===== src/hw/rtl/block_map_with_fifo_free_list_assert.svh =====
// assertion macros for the block map rtl
`ifndef BLOCK_MAP_WITH_FIFO_FREE_LIST_ASSERT_SVH
`define BLOCK_MAP_WITH_FIFO_FREE_LIST_ASSERT_SVH

`ifndef SYNTHESIS
`define BMF_ASSERT_ALWAYS(label, clk, rst_n, cond) \
    label: assert property (@(posedge clk) disable iff (!rst_n) (cond)) \
        else $error("invariant violated");
`define BMF_ASSERT_IMPL(label, clk, rst_n, ante, cons) \
    label: assert property (@(posedge clk) disable iff (!rst_n) (ante) |-> (cons)) \
        else $error("implication violated");
`define BMF_ASSERT_NEXT(label, clk, rst_n, ante, cons) \
    label: assert property (@(posedge clk) disable iff (!rst_n) (ante) |=> (cons)) \
        else $error("next-cycle implication violated");
`else
`define BMF_ASSERT_ALWAYS(label, clk, rst_n, cond)
`define BMF_ASSERT_IMPL(label, clk, rst_n, ante, cons)
`define BMF_ASSERT_NEXT(label, clk, rst_n, ante, cons)
`endif

`endif


===== src/hw/rtl/bmfl_pkg.sv =====
// types and constants of the block map with fifo free list
package bmfl_pkg;

    localparam int CMD_W      = 2;
    localparam int KEY_W      = 64;
    localparam int ST_W       = 2;
    localparam int BLK_OUT_W  = 8;
    localparam int CFG_W      = 9;
    localparam int DEF_BLOCKS = 256;

    localparam logic [CMD_W-1:0] CMD_LOOKUP = 2'd0;
    localparam logic [CMD_W-1:0] CMD_WRITE  = 2'd1;
    localparam logic [CMD_W-1:0] CMD_REMOVE = 2'd2;

    localparam logic [ST_W-1:0] ST_OK        = 2'd0;
    localparam logic [ST_W-1:0] ST_NOT_FOUND = 2'd1;
    localparam logic [ST_W-1:0] ST_NO_FREE   = 2'd2;

    typedef enum logic [2:0] {
        S_INIT,
        S_IDLE,
        S_SCAN,
        S_DRAIN,
        S_UPD,
        S_DONE
    } t_state;

    typedef struct packed {
        logic init_start;
        logic init_step;
        logic accept;
        logic scan_step;
        logic update;
        logic out_load;
    } t_ctl_cmd;

    typedef struct packed {
        logic idx_last;
        logic out_free;
    } t_ctl_stat;

endpackage


===== src/hw/rtl/bmfl_ctrl.sv =====
// controller state machine: init sweep, table scan, update and result hand-off
module bmfl_ctrl (
    input  logic                 i_clk,
    input  logic                 i_rst_n,
    input  logic                 i_valid,
    input  logic                 i_cfg_we,
    input  bmfl_pkg::t_ctl_stat  i_stat,
    output bmfl_pkg::t_ctl_cmd   o_cmd,
    output logic                 o_stall
);
    import bmfl_pkg::*;

    t_state   r_state;
    t_state   n_state;
    t_ctl_cmd cmd;

    always_ff @(posedge i_clk) begin
        if (!i_rst_n) begin
            r_state <= S_INIT;
        end else begin
            r_state <= n_state;
        end
    end

    always_comb begin
        n_state = r_state;
        cmd     = '0;
        unique case (r_state)
            S_INIT: begin
                cmd.init_step = 1'b1;
                if (i_stat.idx_last) n_state = S_IDLE;
            end
            S_IDLE: begin
                if (i_valid) begin
                    cmd.accept = 1'b1;
                    n_state    = S_SCAN;
                end
            end
            S_SCAN: begin
                cmd.scan_step = 1'b1;
                if (i_stat.idx_last) n_state = S_DRAIN;
            end
            // last table read is compared here
            S_DRAIN: n_state = S_UPD;
            S_UPD: begin
                cmd.update = 1'b1;
                n_state    = S_DONE;
            end
            S_DONE: begin
                if (i_stat.out_free) begin
                    cmd.out_load = 1'b1;
                    n_state      = S_IDLE;
                end
            end
            default: n_state = S_INIT;
        endcase
        // a register write restarts the init sweep
        if (i_cfg_we) begin
            cmd            = '0;
            cmd.init_start = 1'b1;
            n_state        = S_INIT;
        end
    end

    assign o_cmd   = cmd;
    assign o_stall = (r_state != S_IDLE) || i_cfg_we;

endmodule


===== config.mk =====
export PLATFORM = sky130hd
export DESIGN_NAME = bmfl_ctrl
export DESIGN_NICKNAME = d
export VERILOG_FILES = /design/src/hw/rtl/block_map_with_fifo_free_list_assert.svh /design/src/hw/rtl/bmfl_pkg.sv /design/src/hw/rtl/bmfl_ctrl.sv
export SDC_FILE = /design/constraint.sdc
export NUM_CORES = 1
export LEC_CHECK = 0
export ABC_AREA = 1
export ABC_CLOCK_PERIOD_IN_PS = 900
export BUFFER_PORTS_ARGS = -buffer_cell sky130_fd_sc_hd__buf_2
export CAP_MARGIN = 5
export CORE_AREA = 2 2 39 41
export CTS_BUF_LIST = sky130_fd_sc_hd__clkbuf_16
export CTS_CLUSTER_DIAMETER = 40
export CTS_CLUSTER_SIZE = 30
export DETAILED_ROUTE_END_ITERATION = 10
export DIE_AREA = 0 0 41 43
export GPL_TIMING_DRIVEN = 0
export PLACE_DENSITY = 0.49
export SYNTH_ARGS = -nofsm -noshare
export SYNTH_HDL_FRONTEND = slang
export SYNTH_SLANG_ARGS = --single-unit

===== constraint.sdc =====
create_clock -name i_clk -period 0.9 [get_ports i_clk]
set_input_delay 0.18 -clock i_clk [delete_from_list [all_inputs] [get_ports i_clk]]
set_output_delay 0.18 -clock i_clk [all_outputs]
set_load 0.05 [all_outputs]

==> Flow_metrics.wiki, run 1 <==
{| class="wikitable"
! Metric !! Value
|-
| Full die area || 1760 sq um
|-
| Biggest area contributors in the synthesized netlist || sky130_fd_sc_hd__dfxtp_1 24%, sky130_fd_sc_hd__nand2_1 20%, sky130_fd_sc_hd__inv_1 14%
|-
| Ys async rst share || 0%
|-
| Violated checks || negative setup slack
|-
| Peak supply drop || 840 uV
|-
| Share of synthesized area occupied by flip-flops and latches || 24.4%
|-
| Post-synth top area share || 24.4%
|-
| Wire per inst || 8.40 um
|-
| Post-CTS clock slew at the launch and capture registers of the worst setup and hold paths || 0.03 ns
|-
| DP Wirelength || 505 um
|-
| DR iter-0 viols || 6
|-
| Post-Syn Instances || 44
|-
| Number of register bits inferred by synthesis || 3
|-
| Final Critical Period || 1.26 ns
|-
| Buffers added on ports || 12
|-
| Sort of element at the end of the critical path || primary output
|-
| Initial antenna violation count || 0
|-
| Power per Cell Area || 1700 nW/um^2
|-
| Ys Warns || 0
|-
| Layout Area Growth over Synthesis || 132%
|-
| Drt total wl || 672 um
|-
| Total grt overflow || 0
|-
| DRT Pass-1 Iters || 4
|-
| Minimum setup slack in the final design || -0.357 ns
|-
| Hold_buf cts || 0
|-
| Via-to-Cell Ratio || 4.06
|-
| Most used standard cells in the synthesized netlist || 13 x sky130_fd_sc_hd__nand2_1, 9 x sky130_fd_sc_hd__inv_1, 6 x sky130_fd_sc_hd__nor2_1
|-
| Number of unique standard cell types used by synthesis || 15
|-
| Path type of the worst min-delay path || input port to flip-flop
|-
| Height of the die || 43 um
|-
| Clock tree buffer depth || 2
|-
| Worst skew pair latency || 0.22 ns
|-
| CTS root buffer || sky130_fd_sc_hd__clkbuf_16
|-
| Status || finished with violations
|-
| CTS tree || done
|-
| Net count after synthesis || 50
|-
| Die width || 41 um
|-
| Endpoint arrival time on the critical path || 1.08 ns
|-
| Worst clock skew || 0.000803 ns
|-
| Worst setup timing slack at the placement stage || -0.300 ns
|-
| Final standard cell utilization of the core || 41.3%
|-
| Row Count || 14
|-
| Relative max-transition margin || 88.8%
|-
| Fmax || 795 MHz
|-
| Core region area || 1380 sq um
|-
| Routed Antenna Nets || 0
|-
| Tightest Pin Transition || 0.167 ns
|-
| Largest fanout of any net on the critical path || 5
|-
| Post-Layout Inst Area || 572 sq um
|-
| Max Cap Violations || 0
|-
| Fillers || 147
|-
| Final cycle utilization of the critical path || 140%
|-
| Post-layout nets || 71
|-
| Crit start category || flip-flop
|-
| Global-route wire length before repair || 1060 um
|-
| Total Power || 0.971 mW
|-
| Total of endpoints with negative setup slack in the final report || 9
|-
| Number of top-level pins || 13
|-
| Syn avg cell area || 5.60 sq um
|-
| Top reg by flops || r_state
|-
| Number of vias in the routed layout || 325
|-
| Post-synthesis cell type with the largest combined area || sky130_fd_sc_hd__dfxtp_1
|-
| Number of buffers inserted during clock tree synthesis || 3
|-
| Worst setup path class || flip-flop to primary output
|-
| Top flip-flop cell by instance count after synthesis || sky130_fd_sc_hd__dfxtp_1
|-
| EDFF count, synth || 0
|-
| Largest net degree at the start of global routing || 8
|-
| DRC || 0
|-
| Diodes inserted || 0
|-
| RePlAce Congestion || 0.636
|-
| Effective utilization at floorplan || 17.8%
|-
| Share of post-route cells with drive strength above 1 || 60.9%
|-
| Most frequent cell after synthesis || sky130_fd_sc_hd__nand2_1
|-
| Max Slew Vio Count || 0
|-
| Overall track demand over capacity in global routing || 8.82%
|-
| RSZ-0062 raised after global routing || yes
|-
| Instance area after placement || 369 sq um
|-
| Number of global-route vias before repair || 298
|-
| Post-synthesis cell area || 246 sq um
|-
| Clock sinks || 3
|-
| Leakage power || 0.278 nW
|-
| Biggest registers after layout || r_state x3
|-
| Final count of hold timing violations || 0
|-
| H-tree depth || 1
|-
| Critical path required time || 0.72 ns
|-
| Largest register FFs || 3
|}
==> cell type report <==
| class | count | area [sq um] | area share [%] |
|---|---|---|---|
| buffer | 1 | 7.51 | 1.31 |
| sequential | 3 | 71.3 | 12.5 |
| clock inverter | 1 | 3.75 | 0.656 |
| clock buffer | 3 | 75.1 | 13.1 |
| inverter | 9 | 38.8 | 6.78 |
| multi-input combinational | 31 | 210 | 36.8 |
| tap | 16 | 20.0 | 3.50 |
| timing repair buffer | 16 | 145 | 25.4 |
==> worst max-delay path, stage by stage, from the launching register on <==
cell and delay (ns):
sky130_fd_sc_hd__dfxtp_4 0.35, sky130_fd_sc_hd__inv_6 0.07, sky130_fd_sc_hd__nand4_1 0.15, sky130_fd_sc_hd__nor2_4 0.13
sky130_fd_sc_hd__buf_8 0.15
==> layout by cell type, fill, tap and decap left out, types with 2 or more instances in the layout <==
| master | Yosys | layout |
|---|---|---|
| sky130_fd_sc_hd__buf_2 | 0 | 5 |
| sky130_fd_sc_hd__nand2_1 | 13 | 9 |
| sky130_fd_sc_hd__nand3_1 | 2 | 2 |
| sky130_fd_sc_hd__inv_2 | 0 | 2 |
| sky130_fd_sc_hd__dfxtp_4 | 0 | 3 |
| sky130_fd_sc_hd__nand2_2 | 1 | 4 |
| sky130_fd_sc_hd__buf_8 | 0 | 3 |
| sky130_fd_sc_hd__nor2_1 | 6 | 3 |
| sky130_fd_sc_hd__clkbuf_16 | 0 | 3 |
| sky130_fd_sc_hd__buf_6 | 0 | 4 |
| sky130_fd_sc_hd__nor2_4 | 0 | 4 |
| sky130_fd_sc_hd__inv_1 | 9 | 7 |
| sky130_fd_sc_hd__buf_4 | 1 | 5 |
==> where the power goes <==
group	switching, mW	internal [mW]
Clock	0.114	0.572
Sequential	0.00678	0.131
Combinational	0.0844	0.0628
==> stage by stage <==
stage                     TNS (ns)  instances  hold WS (ns)
after floorplan              -1.93         44         0.346
after global placement       -1.58         72         0.484
after detailed placement     -1.57         72         0.479
after CTS                    -2.37         79         0.252
after global routing         -2.74         80         0.280
final                        -2.32         80         0.254
==> cells by family after synthesis <==
| family | Yosys count | synth area share [%] |
|---|---|---|
| AO/OA/AOI/OAI | 4 | 10.7 |
| AND/OR/NAND/NOR | 27 | 48.2 |
| buffers and inverters | 10 | 16.8 |
| flip-flops | 3 | 24.4 |
==> path summary, 6_finish.rpt <==
check                    end        from  depth (start not counted)  slack (ns)
hold reg to reg   r_state[2]  r_state[2]                          2        0.64
hold / removal    r_state[1]     i_rst_n                          3        0.25
setup / recovery    o_cmd[3]  r_state[1]                          4       -0.36
setup reg to reg  r_state[0]  r_state[1]                          8       -0.15
==> routing by layer <==
layer / vias up / share of wire [%] / GRT usage (%)
met1: 144 / 44 / 8.95
met4: 0 / 0 / 4.00
met3: 0 / 5.5 / 4.71
met2: 9 / 50 / 14.1
li1: 172 / - / -
met5: - / 0 / 0
==> repair_timing <==
action | CTS | global route
endpoints found under the setup margin | 9 | 9
setup buffers | 3 | 1
gates resized for setup | 22 | 8
endpoints found under the hold margin | 0 | 0
pin swaps | 6 | 6
(Power assumes the default switching activity.)
==> run 2, diff against run 1 <==
--- a/config.mk
+++ b/config.mk
@@ -17,6 +17,7 @@
 export DIE_AREA = 0 0 41 43
 export GPL_TIMING_DRIVEN = 0
 export PLACE_DENSITY = 0.49
+export SKIP_CTS_REPAIR_TIMING = 1
 export SYNTH_ARGS = -nofsm -noshare
 export SYNTH_HDL_FRONTEND = slang
 export SYNTH_SLANG_ARGS = --single-unit
==> run 2 against run 1 <==
  * The flow still finishes with violations (negative setup slack)
  * Worst setup slack lost 0.0097 ns
  * Combinational power shrank 7%
  * Sequential power is essentially flat
  * Critical path depth is the same
  * Clock power is essentially flat
  * Via count shrank 2.2%
  * Worst hold slack lost 0.0019 ns
  * Global-route usage shrank 0.40 points
  * Power shrank 1.0%
  * Register-to-register slack is essentially flat
==> Flow_metrics.wiki, run 2 (same netlist as run 1, synthesis figures left out) <==
{| class="wikitable"
! Metric !! Value
|-
| Via-to-Cell Ratio || 4.03 (-0.92%)
|-
| Share of power burned in registers || 14.4% (+0.2 points)
|-
| Max Cap Violations || 0 (unchanged)
|-
| Fillers || 154 (+4.8%)
|-
| Total Power || 0.961 mW (-1.0%)
|-
| CTS root buffer || sky130_fd_sc_hd__clkbuf_16
|-
| Crit start category || flip-flop
|-
| Worst setup path class || flip-flop to primary output
|-
| Top reg by flops || r_state
|-
| Endpoint arrival time on the critical path || 1.09 ns (about the same)
|-
| Row Count || 14 (unchanged)
|-
| Largest register FFs || 3 (unchanged)
|-
| Wire per inst || 8.30 um (-1.1%)
|-
| Tightest Pin Transition || 0.246 ns (+0.0788 ns)
|-
| Final count of hold timing violations || 0 (unchanged)
|-
| Relative max-transition margin || 83.7% (-5.1 points)
|-
| Fmax || 789 MHz (-0.76%)
|-
| Routed Antenna Nets || 0 (unchanged)
|-
| Layout Area Growth over Synthesis || 123%
|-
| Effective utilization at floorplan || 17.8% (unchanged)
|-
| Critical path required time || 0.72 ns (about the same)
|-
| Clock sinks || 3 (unchanged)
|-
| Path type of the worst min-delay path || input port to flip-flop
|-
| Diodes inserted || 0 (unchanged)
|-
| Core region area || 1380 sq um (unchanged)
|-
| Power per Cell Area || 1750 nW/um^2 (+3.0%)
|-
| Total grt overflow || 0 (unchanged)
|-
| DP Wirelength || 505 um (unchanged)
|-
| H-tree depth || 1 (unchanged)
|-
| Number of top-level pins || 13 (unchanged)
|-
| Global-route wire length before repair || 993 um (-5.9%)
|-
| Worst skew pair latency || 0.22 ns (about the same)
|-
| Violated checks || negative setup slack
|-
| Minimum setup slack in the final design || -0.367 ns (-0.00967 ns)
|-
| Final cycle utilization of the critical path || 141% (+1.1 points)
|-
| Worst setup timing slack at the placement stage || -0.300 ns (unchanged)
|-
| Full die area || 1760 sq um (unchanged)
|-
| Logic pwr share || 14.2% (-1.0 points)
|-
| RePlAce Congestion || 0.636 (unchanged)
|-
| Net switching power || 0.202 mW (-1.6%)
|-
| DR iter-0 viols || 7 (+1)
|-
| Peak supply drop || 838 uV (-0.19%)
|-
| Overall track demand over capacity in global routing || 8.42% (-0.40 points)
|-
| Number of buffers inserted during clock tree synthesis || 3 (unchanged)
|-
| DRT Pass-1 Iters || 4 (unchanged)
|-
| Initial antenna violation count || 0 (unchanged)
|-
| Die width || 41 um (unchanged)
|-
| RSZ-0062 raised after global routing || yes
|-
| Largest fanout of any net on the critical path || 5 (unchanged)
|-
| Share of post-route cells with drive strength above 1 || 58.7% (-2.2 points)
|-
| Total of endpoints with negative setup slack in the final report || 9 (unchanged)
|-
| Worst clock skew || 0.000659 ns (-0.000145 ns)
|-
| Share of power burned in the clock network || 71.4% (+0.7 points)
|-
| Height of the die || 43 um (unchanged)
|-
| Sort of element at the end of the critical path || primary output
|-
| Leakage power || 0.268 nW (-3.4%)
|-
| Number of global-route vias before repair || 273 (-8.4%)
|-
| Sw Ratio || 21.0% (-0.13 points)
|-
| Largest net degree at the start of global routing || 8 (unchanged)
|-
| Status || finished with violations
|-
| Clock tree buffer depth || 2 (unchanged)
|-
| CTS tree || done
|-
| Post-layout nets || 70 (-1.4%)
|-
| Buffers added on ports || 12 (unchanged)
|-
| Setup_tns || -2.37 ns (-0.0497 ns)
|-
| Biggest registers after layout || r_state x3
|-
| Worst hold slack || 0.252 ns (-0.00192 ns)
|-
| Internal Pwr Total || 0.759 mW (-0.85%)
|-
| Commonest non-fill, non-tap cell in the layout || sky130_fd_sc_hd__nand2_1
|-
| Post-CTS clock slew at the launch and capture registers of the worst setup and hold paths || 0.03 ns (about the same)
|-
| Max Slew Vio Count || 0 (unchanged)
|-
| Drt total wl || 656 um (-2.4%)
|-
| Number of vias in the routed layout || 318 (-2.2%)
|-
| Final Critical Period || 1.27 ns (+0.00967 ns)
|-
| Most frequent cells in the layout || 10 x sky130_fd_sc_hd__nand2_1, 7 x sky130_fd_sc_hd__inv_1, 6 x sky130_fd_sc_hd__buf_2
|-
| DRC || 0 (unchanged)
|}
[run 2: final cells by class]
cell class | instances | area [sq um] | share of cell area [%]
Sequential cell | 3 | 71.3 | 13.0
Multi-Input combinational cell | 31 | 201 | 36.7
Inverter | 9 | 38.8 | 7.06
Buffer | 1 | 7.51 | 1.37
Clock buffer | 3 | 75.1 | 13.7
Tap cell | 16 | 20.0 | 3.64
Timing Repair Buffer | 15 | 131 | 23.9
Clock inverter | 1 | 3.75 | 0.683
[run 2: power by group through the flow]
stage          combinational [mW]  clock, mW  sequential [mW]
6_report                    0.137      0.686            0.139
5_1_grt                     0.148      0.709            0.139
4_1_cts                     0.112      0.700            0.144
3_5_place_dp                0.111          0            0.146
3_3_place_gp                0.111          0            0.146
2_1_floorplan              0.0834          0            0.144
[run 2: path summary, 6_finish.rpt]
check	start	slack (ns)	endpoint	cells past startpoint
worst max-delay path	r_state[1]	-0.37	o_cmd[3]	4
worst min-delay path	i_rst_n	0.25	r_state[1]	3
worst max register to register	r_state[1]	-0.15	r_state[0]	8
worst min register to register	r_state[1]	0.54	r_state[1]	2
[run 2: metal layers]
metal | track usage (%) | up-vias | routed length (um)
met5 | 0 | - | 0
met4 | 4.00 | 0 | 0
met3 | 4.71 | 0 | 30
met2 | 12.8 | 7 | 330
met1 | 8.95 | 141 | 295
li1 | - | 170 | -
[run 2: metrics by stage]
step                      std cells  instance area, sq um  util, %
after floorplan                  44                   289        -
after CTS                        76                   448     32.4
final                            79                   549     39.7
after detailed placement         72                   369     26.7
after global routing             79                   549     39.7
after global placement           72                   369     26.7
[run 2: critical path, cell delays in order (launching register included)]
cell                      delay (ns)
sky130_fd_sc_hd__dfxtp_4        0.36
sky130_fd_sc_hd__inv_6          0.07
sky130_fd_sc_hd__nand4_1        0.15
sky130_fd_sc_hd__nor2_4         0.13
sky130_fd_sc_hd__buf_8          0.15
==> run 3, diff against run 2 <==
--- a/config.mk
+++ b/config.mk
@@ -15,7 +15,6 @@
 export CTS_CLUSTER_SIZE = 30
 export DETAILED_ROUTE_END_ITERATION = 10
 export DIE_AREA = 0 0 41 43
-export GPL_TIMING_DRIVEN = 0
 export PLACE_DENSITY = 0.49
 export SKIP_CTS_REPAIR_TIMING = 1
 export SYNTH_ARGS = -nofsm -noshare
==> run 3 against run 2 <==
  * The flow still finishes with violations (negative setup slack)
  * Die area unchanged
  * Cell count is 10% higher
  * Sequential cell count unchanged
  * First-iteration DRC count is 86% lower
  * Combinational power up 8%
  * Largest cell class unchanged
  * Sequential share of layout area is 1.8 points lower
==> Flow_metrics.wiki, run 3 (same netlist as run 1, synthesis figures left out) <==
{| class="wikitable"
! Metric !! Value
|-
| Wire per inst || 8.86 um (+6.7%)
|-
| Final Critical Period || 1.29 ns (+0.0239 ns)
|-
| Number of buffers inserted during clock tree synthesis || 3 (unchanged)
|-
| Clock tree buffer depth || 2 (unchanged)
|-
| Total grt overflow || 0 (unchanged)
|-
| Launch point of the worst hold path || i_rst_n
|-
| Die width || 41 um (unchanged)
|-
| Peak supply drop || 1110 uV (+33%)
|-
| Beginning of the worst register-to-register path || r_state[2]
|-
| CTS tree || done
|-
| CTS root buffer || sky130_fd_sc_hd__clkbuf_16
|-
| Post-CTS clock slew at the launch and capture registers of the worst setup and hold paths || 0.03 ns (about the same)
|-
| Sort of element at the end of the critical path || primary output
|-
| Violated checks || negative setup slack
|-
| Commonest non-fill, non-tap cell in the layout || sky130_fd_sc_hd__buf_4
|-
| Status || finished with violations
|-
| Path type of the worst min-delay path || input port to flip-flop
|-
| Number of vias in the routed layout || 355 (+12%)
|-
| Worst clock skew || 0.00226 ns (+0.00160 ns)
|-
| Setup_tns || -2.47 ns (-0.102 ns)
|-
| Drt total wl || 771 um (+18%)
|-
| Fillers || 138 (-10%)
|-
| Critical Path Source || r_state[1]
|-
| Most frequent cells in the layout || 11 x sky130_fd_sc_hd__buf_4, 10 x sky130_fd_sc_hd__nand2_1, 7 x sky130_fd_sc_hd__inv_1
|-
| Full die area || 1760 sq um (unchanged)
|-
| Max Slew Vio Count || 0 (unchanged)
|-
| Tightest Pin Transition || 0.247 ns (+0.00170 ns)
|-
| Cell at the slowest stage of the critical path || sky130_fd_sc_hd__dfxtp_2
|-
| Post-layout nets || 78 (+11%)
|-
| Slowest stage delay, CP || 0.32 ns (-0.04 ns)
|-
| Endpoint arrival time on the critical path || 1.11 ns (+0.02 ns)
|-
| Cell count after placement || 81 (+13%)
|-
| Largest register FFs || 3 (unchanged)
|-
| Overall track demand over capacity in global routing || 9.82% (+1.4 points)
|-
| Core region area || 1380 sq um (unchanged)
|-
| Height of the die || 43 um (unchanged)
|-
| Share of post-route cells with drive strength above 1 || 63.4% (+4.7 points)
|-
| Biggest registers after layout || r_state x3
|-
| Total of endpoints with negative setup slack in the final report || 9 (unchanged)
|-
| Critical path, cell by cell || inv_4 -> buf_6 -> nand2_4 -> nor3_4 -> buf_6
|-
| Effective utilization at floorplan || 17.8% (unchanged)
|-
| Worst skew pair latency || 0.22 ns (about the same)
|-
| Total area of multi-input combinational cells || 208 sq um (+3.1%)
|-
| Category of cells accounting for the largest share of critical-path delay || buffers and inverters
|-
| Top reg by flops || r_state
|-
| Crit start category || flip-flop
|-
| Power per Cell Area || 1570 nW/um^2 (-10%)
|-
| Max Cap Violations || 0 (unchanged)
|-
| Via-to-Cell Ratio || 4.08 (+1.4%)
|-
| Fin cells || 87 (+10%)
|-
| Largest net degree at the start of global routing || 6 (-2)
|-
| Number of global-route vias before repair || 317 (+16%)
|-
| Initial antenna violation count || 0 (unchanged)
|-
| Row Count || 14 (unchanged)
|-
| H-tree depth || 1 (unchanged)
|-
| DP Wirelength || 591 um (+17%)
|-
| RSZ-0062 raised after global routing || yes
|-
| Final count of hold timing violations || 0 (unchanged)
|-
| DRT Pass-1 Iters || 2 (-2)
|-
| Worst setup path class || flip-flop to primary output
|-
| Critical path required time || 0.72 ns (about the same)
|-
| Final cycle utilization of the critical path || 143% (+2.7 points)
|-
| Number of top-level pins || 13 (unchanged)
|-
| Clock sinks || 3 (unchanged)
|-
| Routed Antenna Nets || 0 (unchanged)
|-
| Buffers added on ports || 12 (unchanged)
|-
| DRC || 0 (unchanged)
|-
| Fmax || 775 MHz (-1.9%)
|-
| RePlAce Congestion || 0.672 (+5.7%)
|-
| Largest fanout of any net on the critical path || 4 (-1)
|-
| Relative max-transition margin || 83.6% (-0.11 points)
|-
| Global-route wire length before repair || 1170 um (+18%)
|-
| Layout Area Growth over Synthesis || 149%
|-
| Flip-flop and latch area || 68.8 sq um (-3.5%)
|-
| Minimum setup slack in the final design || -0.391 ns (-0.0239 ns)
|-
| Crit path top cell by count || sky130_fd_sc_hd__buf_6
|-
| Critical path buffers and inverters || 3 (+1)
|-
| Worst hold slack || 0.254 ns (+0.00267 ns)
|-
| Diodes inserted || 0 (unchanged)
|-
| DR iter-0 viols || 1 (-6)
|-
| Leakage power || 0.306 nW (+14%)
|}
==> run 3: changes by cell type in the layout (fill, tap and decap cells not counted) <==
cell                      change
sky130_fd_sc_hd__buf_4        +8
sky130_fd_sc_hd__nor3_4       +1
sky130_fd_sc_hd__inv_4        +1
sky130_fd_sc_hd__dfxtp_2      +1
sky130_fd_sc_hd__nor3_2       -1
sky130_fd_sc_hd__buf_8        +1
sky130_fd_sc_hd__dfxtp_4      -1
sky130_fd_sc_hd__buf_6        -1
sky130_fd_sc_hd__inv_6        -1
==> run 3: per-stage QoR <==
| stage | worst slack [ns] | area, sq um | util (%) | power [mW] |
|---|---|---|---|---|
| 2_1_floorplan | -0.731 | 289 | - | 0.228 |
| 3_3_place_gp | -0.275 | 437 | 31.6 | 0.270 |
| 3_5_place_dp | -0.279 | 437 | 31.6 | 0.270 |
| 4_1_cts | -0.474 | 515 | 37.3 | 0.963 |
| 5_1_grt | -0.429 | 614 | 44.4 | 1.01 |
| 6_report | -0.391 | 614 | 44.4 | 0.966 |
==> run 3: tightest hold or removal path, cell delays in order <==
cell	delay (ns)
sky130_fd_sc_hd__buf_2	0.10
sky130_fd_sc_hd__nand2_1	0.11
sky130_fd_sc_hd__a21oi_2	0.04
==> run 3: layout make-up <==
class	count	share of cell area [%]
Multi-Input combinational cell	31	33.8
Clock inverter	1	0.611
Timing Repair Buffer	24	33.0
Tap cell	16	3.26
Sequential cell	3	11.2
Inverter	9	5.91
Clock buffer	3	12.2
==> run 3: final timing paths <==
path,endpoint,slack [ns],depth (start not counted)
setup reg to reg,r_state[0],-0.15,8
hold reg to reg,r_state[1],0.64,3
hold / removal,r_state[1],0.25,3
setup / recovery,o_cmd[1],-0.39,5
==> run 3: layer usage <==
layer,global-route usage [%],vias to the layer above,part of all wire [%]
li1,-,190,-
met1,11.5,156,41
met2,14.7,9,51
met3,6.28,0,7.4
met4,2.00,0,0
met5,0,-,0
==> run 3: where the power goes <==
| group | leakage (nW) | switching (mW) | internal, mW | total (mW) |
|---|---|---|---|---|
| registers | 0.0264 | 0.00506 | 0.133 | 0.138 |
| logic | 0.238 | 0.0867 | 0.0617 | 0.148 |
| clock network | 0.0423 | 0.108 | 0.572 | 0.680 |
| total | 0.306 | 0.200 | 0.766 | 0.966 |
